$ cat src/sv/bblur3_pkg.sv
// Shared types, constants and the reciprocal table for the 3x3 RGB box blur.
// No dependencies; imported by every module of the block.
package bblur3_pkg;

    localparam int MAX_WIDTH_DEF  = 1024;
    localparam int WIDTH_BITS     = 11;
    localparam int HEIGHT_BITS    = 13;
    localparam int HEIGHT_LIMIT   = 4096;
    localparam int ITEM_BITS      = 23;
    localparam int CHAN_BITS      = 8;
    localparam int LANES          = 3;
    localparam int PIX_BITS       = CHAN_BITS * LANES;
    localparam int WIN_TAPS       = 9;
    localparam int COUNT_BITS     = 4;
    localparam int SUM_BITS       = 12;
    localparam int RECIP_BITS     = 16;
    localparam int CFG_DATA_BITS  = HEIGHT_BITS;

    localparam logic [WIDTH_BITS-1:0]  WIDTH_RESET  = WIDTH_BITS'(640);
    localparam logic [HEIGHT_BITS-1:0] HEIGHT_RESET = HEIGHT_BITS'(480);

    // register indexes of the configuration port
    localparam logic REG_FRAME_WIDTH  = 1'b0;
    localparam logic REG_FRAME_HEIGHT = 1'b1;

    // control handed from the sequencer to each channel lane
    typedef struct packed {
        logic                  sum_en;
        logic                  out_en;
        logic [WIN_TAPS-1:0]   take;
        logic [COUNT_BITS-1:0] count;
    } lane_ctrl_t;

    // ceil(2^16 / (2n)) for the neighbour counts that can occur; exact for
    // every numerator 2*sum+n that a 3x3 window of bytes gives
    function automatic logic [RECIP_BITS-1:0] recip_of(input logic [COUNT_BITS-1:0] n);
        logic [RECIP_BITS-1:0] r;
        case (n)
            4'd1:    r = 16'd32768;
            4'd2:    r = 16'd16384;
            4'd3:    r = 16'd10923;
            4'd4:    r = 16'd8192;
            4'd6:    r = 16'd5462;
            4'd9:    r = 16'd3641;
            default: r = 16'd0;
        endcase
        return r;
    endfunction

endpackage

$ cat src/sv/bblur3_lane.sv
// One colour channel of the blur: masked 3x3 sum, then rounded mean by a
// reciprocal multiply. Uses lane_ctrl_t and recip_of from bblur3_pkg.
module bblur3_lane
    import bblur3_pkg::*;
(
    input  logic                               aclk,
    input  lane_ctrl_t                         ctrl,
    input  logic [WIN_TAPS-1:0][CHAN_BITS-1:0] taps,
    output logic [CHAN_BITS-1:0]               mean
);

    localparam int NUM_BITS  = SUM_BITS + 1;
    localparam int PROD_BITS = NUM_BITS + RECIP_BITS;

    logic [SUM_BITS-1:0]  sum_next;
    logic [SUM_BITS-1:0]  sum_reg;
    logic [NUM_BITS-1:0]  numer;
    logic [PROD_BITS-1:0] prod;
    logic [CHAN_BITS-1:0] mean_reg;

    always_comb begin
        sum_next = '0;
        for (int i = 0; i < WIN_TAPS; i++) begin
            if (ctrl.take[i]) begin
                sum_next = sum_next + SUM_BITS'(taps[i]);
            end
        end
    end

    // floor((2*sum + n) / (2n)), n already registered alongside the sum
    assign numer = {sum_reg, 1'b0} + NUM_BITS'(ctrl.count);
    assign prod  = PROD_BITS'(numer) * PROD_BITS'(recip_of(ctrl.count));

    always_ff @(posedge aclk) begin
        if (ctrl.sum_en) begin
            sum_reg <= sum_next;
        end
        if (ctrl.out_en) begin
            mean_reg <= prod[RECIP_BITS +: CHAN_BITS];
        end
    end

    assign mean = mean_reg;

endmodule

$ cat config.mk
export PLATFORM = sky130hd
export DESIGN_NAME = bblur3_lane
export DESIGN_NICKNAME = d
export VERILOG_FILES = /design/src/sv/bblur3_pkg.sv /design/src/sv/bblur3_lane.sv
export SDC_FILE = /design/constraint.sdc
export NUM_CORES = 1
export LEC_CHECK = 0
export ABC_AREA = 1
export BUFFER_PORTS_ARGS = -buffer_cell sky130_fd_sc_hd__buf_2
export CAP_MARGIN = 20
export CORE_ASPECT_RATIO = 0.6
export CORE_MARGIN = 5
export CORE_UTILIZATION = 60
export DETAILED_ROUTE_END_ITERATION = 8
export HOLD_SLACK_MARGIN = 0.06
export PLACE_DENSITY = 0.81
export REMOVE_ABC_BUFFERS = 1
export SKIP_LAST_GASP = 1
export SLEW_MARGIN = 20
export SYNTH_ARGS = -nofsm -noshare
export SYNTH_HDL_FRONTEND = slang
export SYNTH_SLANG_ARGS = --single-unit
$ cat constraint.sdc
create_clock -name aclk -period 8.6 [get_ports aclk]
set_input_delay 0 -clock aclk [delete_from_list [all_inputs] [get_ports aclk]]
set_output_delay 0 -clock aclk [all_outputs]
set_load 0.02 [all_outputs]
## After elaboration in Yosys (flattened, before gate mapping)

Index checks and enable logic that the tools add are counted.

| storage, ports and cells | value |
|---|---|
| output and inout bits | 8 |
| logic and storage cells | 28 |
| input port bits | 88 |
| bits in registers | 20 |

| cells by class | value |
|---|---|
| eq/ne operators | 6 |
| $add $sub $neg | 9 |
| multiply operators | 1 |
| multiplexer cells | 10 |

Operators by type and width:

| operator | number |
|---|---|
| $add 12x8->12 | 8 |
| $mux 12 | 8 |
| $pmux 16 s6 | 1 |
| $mul 13x16->24 | 1 |
| $add 13x4->13 | 1 |
| $eq 4x2->1 const B | 2 |
| $eq 4x3->1 const B | 2 |
| $mux 8 | 1 |
| $eq 4x1->1 const B | 1 |
| $eq 4x4->1 const B | 1 |

## Longest topological paths before layout

Gate-level depths: netlist of run 1.

| depth | value |
|---|---|
| word-level depth | 17 |
| gate-level depth with buffers | 56 |
| gate-level depth less buffers | 55 |

## Worst setup path before layout of run 1

No wires, ideal clock.

| timing | value |
|---|---|
| kind | in2reg |
| start point | in ctrl[4] in the netlist's numbering |
| end point | reg sum_reg[10] (data pin) |
| data required time | 8346 ps |
| stages on the path | 44 |
| path buffers | 1 |
| path slack | 1067 ps |
| arrival time | 7279 ps |
| cells stage by stage | buf_4 -> nand2_1 -> inv_1 -> ha_1 -> inv_1 -> fa_1 -> o21ai_1 -> fa_1 -> inv_1 -> o21ai_2 -> inv_1 -> fa_1 -> o21ai_2 -> inv_1 -> fa_1 -> o21ai_0 -> inv_1 -> fa_1 -> [8 not listed] -> xor2_1 -> or2_2 -> nand2_1 -> ha_1 -> xor2_1 -> nand2_1 -> and2_1 -> ha_1 -> nand2_1 -> o21ai_0 -> inv_1 -> nor2_1 -> o21ai_0 -> a21oi_1 -> nand3_1 -> nor2_1 -> xnor2_1 -> inv_1 |

| on the way | value |
|---|---|
| word-level cells in the longest chain between the ends | 17 |

RTL lines:

| element | line | source |
|---|---|---|
| start: declaration | bblur3_lane.sv:7 | `input lane_ctrl_t ctrl,` |
| $mux 8 * | bblur3_lane.sv:24 | `if (ctrl.take[i]) begin` |
| $add 12x8->12 | bblur3_lane.sv:25 | `sum_next = sum_next + SUM_BITS'(taps[i]);` |
| $mux 12 * | bblur3_lane.sv:24 |  |
| $add 12x8->12 | bblur3_lane.sv:25 |  |
| $mux 12 * | bblur3_lane.sv:24 |  |
| $add 12x8->12 | bblur3_lane.sv:25 |  |
| $mux 12 * | bblur3_lane.sv:24 |  |
| $add 12x8->12 | bblur3_lane.sv:25 |  |
| [2 not listed] | -- |  |
| $mux 12 * | bblur3_lane.sv:24 |  |
| $add 12x8->12 | bblur3_lane.sv:25 |  |
| $mux 12 * | bblur3_lane.sv:24 |  |
| $add 12x8->12 | bblur3_lane.sv:25 |  |
| $mux 12 * | bblur3_lane.sv:24 |  |
| $add 12x8->12 | bblur3_lane.sv:25 |  |
| $mux 12 * | bblur3_lane.sv:24 |  |
| named net sum_next[10] | bblur3_lane.sv:15 | `logic [SUM_BITS-1:0] sum_next;` |
| end signal: assignment | bblur3_lane.sv:36 | `sum_reg <= sum_next;` |
| end: declaration | bblur3_lane.sv:16 | `logic [SUM_BITS-1:0] sum_reg;` |

Mark *: on every way through the listed nets, which the timed path passes. The rest lies on a longest branch.
A chain may end at the register's enable or synchronous reset.

## Worst setup path in the final report of run 1

Ends and elaborated chain as after synthesis.

==> run_results.csv, run 1 <==
group,metric,value,unit
cells_and_area,final_common_cell,"inv_1",
timing,finalCriticalPeriod,7.97,ns
timing,hold_viol_final,0,
hold_path,hold_class,"in -> reg",
cells_and_area,fin_nets,1753,
synthesis,ys_warn_count,0,
power_and_ir_drop,peakVddDrop,0.157,mV
routing,drtPass1Iterations,7,
global_routing,grt_max_degree,15,
synthesis,avgSynthCellArea,7.36,um2
timing,timing.final.crit_share,92.7,%
routing,ant_nets,0,
global_routing,grt_pass1_vias,8307,
synthesis,seq_area_frac_synth,6.20,%
synthesis,synth_compound_area_share,9.78,%
placed_design,place_area,10400,um2
timing,timing.hold.ws,0.0814,ns
synthesis,synth_edf_count,20,
critical_path,crit_slowest_cell,"fa_1",
power_and_ir_drop,finalPower,2.25,mW
cells_and_area,antenna_cells,0,
floorplan,core,16000,um2
floorplan,io_pins,96,
critical_path,worstPathArrival,7.98,ns
timing,rsz0062_at_grt,"no",
cells_and_area,layout_common_cells,"inv_1, nand2_1, fa_1",
power_and_ir_drop,seqPwrFrac,8.8,%
placed_design,gp_congestion,0.993,
timing,setup_slack,0.626,ns
critical_path,timing_worst_setup_path_type,"in -> reg",
cells_and_area,final_cells,1615,
cells_and_area,fin_area,10500,um2
routing,post_drt_wl_per_cell,15.2,um
routing,finalWirelength,24500,um
placed_design,post-place-cells,1610,
synthesis,ys.flop_type,"edfxtp_1",
synthesis,synthMuxAreaShare,0,%
floorplan,die_x,174,um
timing,worst_slew_pin_slew,0.845,ns
timing,slew_headroom,43.2,%
power_and_ir_drop,switching_share,56.3,%
global_routing,grt_pass1_wl,40600,um
synthesis,ys_ff_latch,20,
run_status,run_status,"complete, no violations",
timing,max_clock_freq,125,MHz
power_and_ir_drop,p_leak,5.75,nW
floorplan,die-area,18900,um2
synthesis,synth_top_family_by_area,"adder cells",
run,maxCapViolCount,0,
cells_and_area,final_util,65.6,%
routing,vias,8612,
synthesis,synthXorXnorAreaFrac,4.52,%
power_and_ir_drop,clockPowerShare,5.8,%
timing,finalSetupTns,0,ns
cells_and_area,areaGrowthSynthToFinish,8.62,%
critical_path,cp.required,8.61,ns
timing,skew,0.00475,ns
power_and_ir_drop,intPower,0.983,mW
power_and_ir_drop,combPwrFrac,85.4,%
routing,drt-initial-drc-count,764,
synthesis,synthSimpleGateAreaFrac,22.9,%
cells_and_area,seqCellArea,601,um2
cells_and_area,drive_above_1_share,11.9,%
clocking,cts_buffers,3,
cells_and_area,n_fill_cell,1399,
clocking,clk_pin_slew_worst_paths,0.06,ns
placed_design,hpwl,21900,um
global_routing,antenna_found_initial,0,
floorplan,die_h,108,um
critical_path,end_kind,"register",
global_routing,grt-ovfl-total,0,
clocking,cts.sinks,20,
synthesis,netlist_area,9680,um2
global_routing,grt_usage,26.6,%
critical_path,max_stage_delay,0.55,ns
clocking,cts_htree_levels,1,
clocking,clk_latency,0.26,ns
routing,drc_errors,0,
placed_design,port_buffers,95,
routing,vias_per_cell,5.33,
critical_path,cp_common_cell,"inv_1",
critical_path,cp_max_fo,8,
clocking,postCtsHoldBufs,0,
placed_design,pre_cts_slack,0.0975,ns
synthesis,async_reset_ff_share,0,%
cells_and_area,multiInputGateArea,7940,um2
synthesis,syn_inst,1315,
synthesis,synth_cell_type_count,45,
floorplan,rows,36,
cells_and_area,largest_register_ffs,12,
timing,drv_slew,0,
power_and_ir_drop,p_switching,1.27,mW
clocking,cts_tree,"done",
synthesis,synth_fa_ha_area_share,44.3,%
clocking,clock-root-buffer,"clkbuf_16",
power_and_ir_drop,powerDensity,214,nW/um2
timing,setup_viol,0,
clocking,ctsLongestPathBuffers,2,
critical_path,cp-start-kind,"input port",
floorplan,initial_core_util,60.4,%
[power groups by stage]
stage / clock network (mW) / logic, mW / registers, mW
2_1_floorplan: 0 / 1.41 / 0.215
3_3_place_gp: 0 / 1.79 / 0.196
3_5_place_dp: 0 / 1.85 / 0.199
4_1_cts: 0.132 / 1.87 / 0.197
5_1_grt: 0.136 / 2.19 / 0.200
6_report: 0.131 / 1.92 / 0.198
[synth_stat cells (17+ instances only)]
library cell / n / area [um2]
nor2_1: 119 / 447
inv_1: 297 / 1110
nand3_1: 53 / 265
o21ai_0: 50 / 250
fa_1: 141 / 2820
edfxtp_1: 20 / 601
xor2_1: 27 / 236
nand2_2: 17 / 106
nand2_1: 262 / 983
a21oi_1: 67 / 335
xnor2_1: 23 / 201
ha_1: 117 / 1460
[layer usage]
layer	global-route usage, %	up-vias	routed length (um)
met5	0	-	0
met4	1.86	0	146
met3	9.12	19	3060
met2	37.7	393	9320
met1	40.9	3924	11900
li1	-	4276	-
[critical path, delay by kind of cell]
family	cells	cell delay [ns]
compound gates	11	1.75
buf+inv	10	0.80
xor+xnor	4	0.51
fa+ha+maj	9	3.51
simple gates	10	1.40
[kinds of logic (layout without fill, tap and decap cells)]
| logic type | count (synthesis) | in the layout |
|---|---|---|
| simple gates | 507 | 507 |
| buf+inv | 312 | 400 |
| fa+ha+maj | 258 | 258 |
| compound gates | 167 | 167 |
| xor+xnor | 50 | 50 |
| flops | 20 | 20 |
| other cells | 1 | 4 |
[repair_timing]
| action | CTS | global route |
|---|---|---|
| setup endpoints to repair | 0 | 5 |
| gates resized for setup | 0 | 21 |
| setup buffers | 0 | 1 |
[worst paths after layout]
path | from | endpoint | slack (ns) | cells after the start
setup / recovery | ctrl[4] | sum_reg[10] | 0.63 | 44
hold / removal | ctrl[12] | sum_reg[0] | 0.08 | 3
setup reg to reg | sum_reg[0] | mean[7] | 1.04 | 28
hold reg to reg | sum_reg[9] | mean[7] | 1.28 | 6
[area by class of cell]
type | instances | share of cell area, %
clock inverter | 1 | 0.286
inverter | 299 | 10.7
tap | 209 | 2.49
clock buffer | 3 | 0.714
sequential | 20 | 5.71
multi-input combinational | 986 | 75.5
timing repair buffer | 97 | 4.66
Power figures use the tool's default switching activity.
==> run 2, diff against run 1 <==
--- a/config.mk
+++ b/config.mk
@@ -9,7 +9,6 @@
 export BUFFER_PORTS_ARGS = -buffer_cell sky130_fd_sc_hd__buf_2
 export CAP_MARGIN = 20
 export CORE_ASPECT_RATIO = 0.6
-export CORE_MARGIN = 5
 export CORE_UTILIZATION = 60
 export DETAILED_ROUTE_END_ITERATION = 8
 export HOLD_SLACK_MARGIN = 0.06
==> run 2 against run 1 <==
Effect of this change: the run now ends with design-rule violations left; non-clock buffer count rose by 2; clock-buffer cell count did not move; sequential power barely moved; die area fell by 12%; clock power fell by 24%; combinational power barely moved; critical path type unchanged; highest routed layer unchanged.
==> run_results.csv, run 2 (same netlist as run 1, synthesis figures left out) <==
group,metric,value,unit
routing,ant_nets,0,
timing,setup_slack,0.652,ns
run_status,violations,"design-rule violations",
cells_and_area,layout_common_cells,"inv_1, nand2_1, fa_1",
power_and_ir_drop,p_switching,1.29,mW
critical_path,cp-start-kind,"input port",
critical_path,worstRegToRegCells,26,
routing,vias_per_cell,5.44,
routing,finalWirelength,25500,um
routing,vias,8765,
power_and_ir_drop,clockPowerShare,4.4,%
clocking,ctsLongestPathBuffers,2,
critical_path,end_kind,"register",
global_routing,grt_usage,32.2,%
power_and_ir_drop,switching_share,57.4,%
placed_design,port_buffers,95,
run,maxCapViolCount,0,
clocking,cts_htree_levels,1,
cells_and_area,largest_register_ffs,12,
placed_design,gp_congestion,1.04,
timing,timing.final.crit_share,92.4,%
cells_and_area,areaGrowthSynthToFinish,8.56,%
clocking,clk_latency,0.25,ns
critical_path,max_stage_delay,0.52,ns
timing,rsz0062_at_grt,"yes",
global_routing,grt_pass1_wl,41900,um
timing,hold_viol_final,0,
critical_path,cp_max_fo,8,
run_status,run_status,"finished, violations left",
cells_and_area,final_util,67.6,%
power_and_ir_drop,p_leak,5.75,nW
critical_path,crit_slowest_cell,"fa_1",
power_and_ir_drop,combPwrFrac,86.6,%
cells_and_area,fin_nets,1755,
power_and_ir_drop,powerDensity,214,nW/um2
floorplan,die_x,166,um
routing,drc_errors,18,
critical_path,r2r_end,"mean[7]",
timing,setup_viol,0,
floorplan,die-area,16700,um2
critical_path,critPathCapture,"sum_reg[10]",
timing,skew,0.00298,ns
routing,drtPass1Iterations,8,
global_routing,grt_pass1_vias,8364,
timing,finalCriticalPeriod,7.95,ns
critical_path,reg2reg_slack,0.97,ns
floorplan,core,15500,um2
floorplan,die_h,100,um
power_and_ir_drop,seqPwrFrac,8.9,%
critical_path,worstPathArrival,7.96,ns
floorplan,rows,35,
timing,slew_headroom,36.9,%
clocking,cts_tree,"done",
floorplan,io_pins,96,
global_routing,antenna_found_initial,0,
critical_path,cp_common_cell,"inv_1",
critical_path,cp.required,8.61,ns
global_routing,grt-ovfl-total,0,
global_routing,grt_max_degree,15,
clocking,postCtsHoldBufs,0,
critical_path,worstReg2RegStart,"sum_reg[0]",
critical_path,timing_worst_setup_path_type,"in -> reg",
power_and_ir_drop,peakVddDrop,0.128,mV
routing,post_drt_wl_per_cell,15.8,um
cells_and_area,final_common_cell,"inv_1",
timing,max_clock_freq,126,MHz
critical_path,crit_path_start,"ctrl[4]",
clocking,cts.sinks,20,
clocking,clock-root-buffer,"clkbuf_16",
clocking,clk_pin_slew_worst_paths,0.06,ns
floorplan,initial_core_util,62.3,%
routing,drt-initial-drc-count,733,
power_and_ir_drop,intPower,0.959,mW
timing,drv_slew,0,
placed_design,pre_cts_slack,0.0116,ns
placed_design,hpwl,22600,um
cells_and_area,drive_above_1_share,11.9,%
hold_path,hold_class,"in -> reg",
clocking,cts_buffers,3,
timing,worst_slew_pin_slew,0.942,ns
==> run 2: cell types whose count changed in the layout (fill, tap and decap cells not counted), sizes merged <==
cell,before,now
buf,97,99
diode,0,1
bufinv,1,0
==> run 2: power by group through the flow <==
| stage | registers, mW | logic [mW] | clock network, mW |
|---|---|---|---|
| 6_report | 0.201 | 1.95 | 0.0999 |
| 5_1_grt | 0.203 | 2.22 | 0.103 |
| 4_1_cts | 0.198 | 1.89 | 0.100 |
| 3_5_place_dp | 0.200 | 1.87 | 0 |
| 3_3_place_gp | 0.199 | 1.81 | 0 |
| 2_1_floorplan | 0.215 | 1.41 | 0 |
==> run 2: metrics by stage <==
step                      total power, mW  instances  cell area [um2]  hold WS (ns)  setup TNS, ns
after floorplan                      1.62       1305             9630         0.112              0
after global placement               2.01       1606            10400         0.348              0
after detailed placement             2.07       1606            10400         0.361              0
after CTS                            2.19       1609            10500        0.0988              0
after global routing                 2.53       1610            10500         0.102        -0.0500
final                                2.25       1611            10500        0.0974              0
==> run 2: critical path: cells and delay by family <==
kind	cells	cell delay, ns
fa+ha+maj	9	3.47
compound gates	11	1.66
xor+xnor	4	0.50
simple gates	10	1.43
buf+inv	11	0.89
==> run 2: worst min-delay path by stage <==
stage,end,depth (start not counted),slack (ns),startpoint
after floorplan,mean[0],0,0.11,ctrl[13]
after global placement,mean[0],1,0.35,ctrl[13]
after detailed placement,mean[0],1,0.36,ctrl[13]
after CTS,mean[2],1,0.1,ctrl[13]
after global routing,mean[2],1,0.10,ctrl[13]
final,mean[2],1,0.1,ctrl[13]
==> run 2: area by class of cell <==
class	count	area, um2
diodes	1	2.50
clock buffers	3	75.1
fillers	1332	5040
inverters	299	1120
multi-input cells	986	7950
flip-flops and latches	20	601
well taps	203	254
repair buffers	99	505
==> run 2: layer usage <==
metal	track usage, %	part of all wire (%)	vias to the layer above
met2	43.5	36	424
li1	-	-	4274
met5	0	0	-
met1	48.9	48	4055
met4	1.73	0.41	0
met3	13.5	15	12
==> run 2: timing repair <==
action	in CTS	in global routing
resized for setup	0	18
buffers inserted	0	1
setup endpoints to repair	0	6
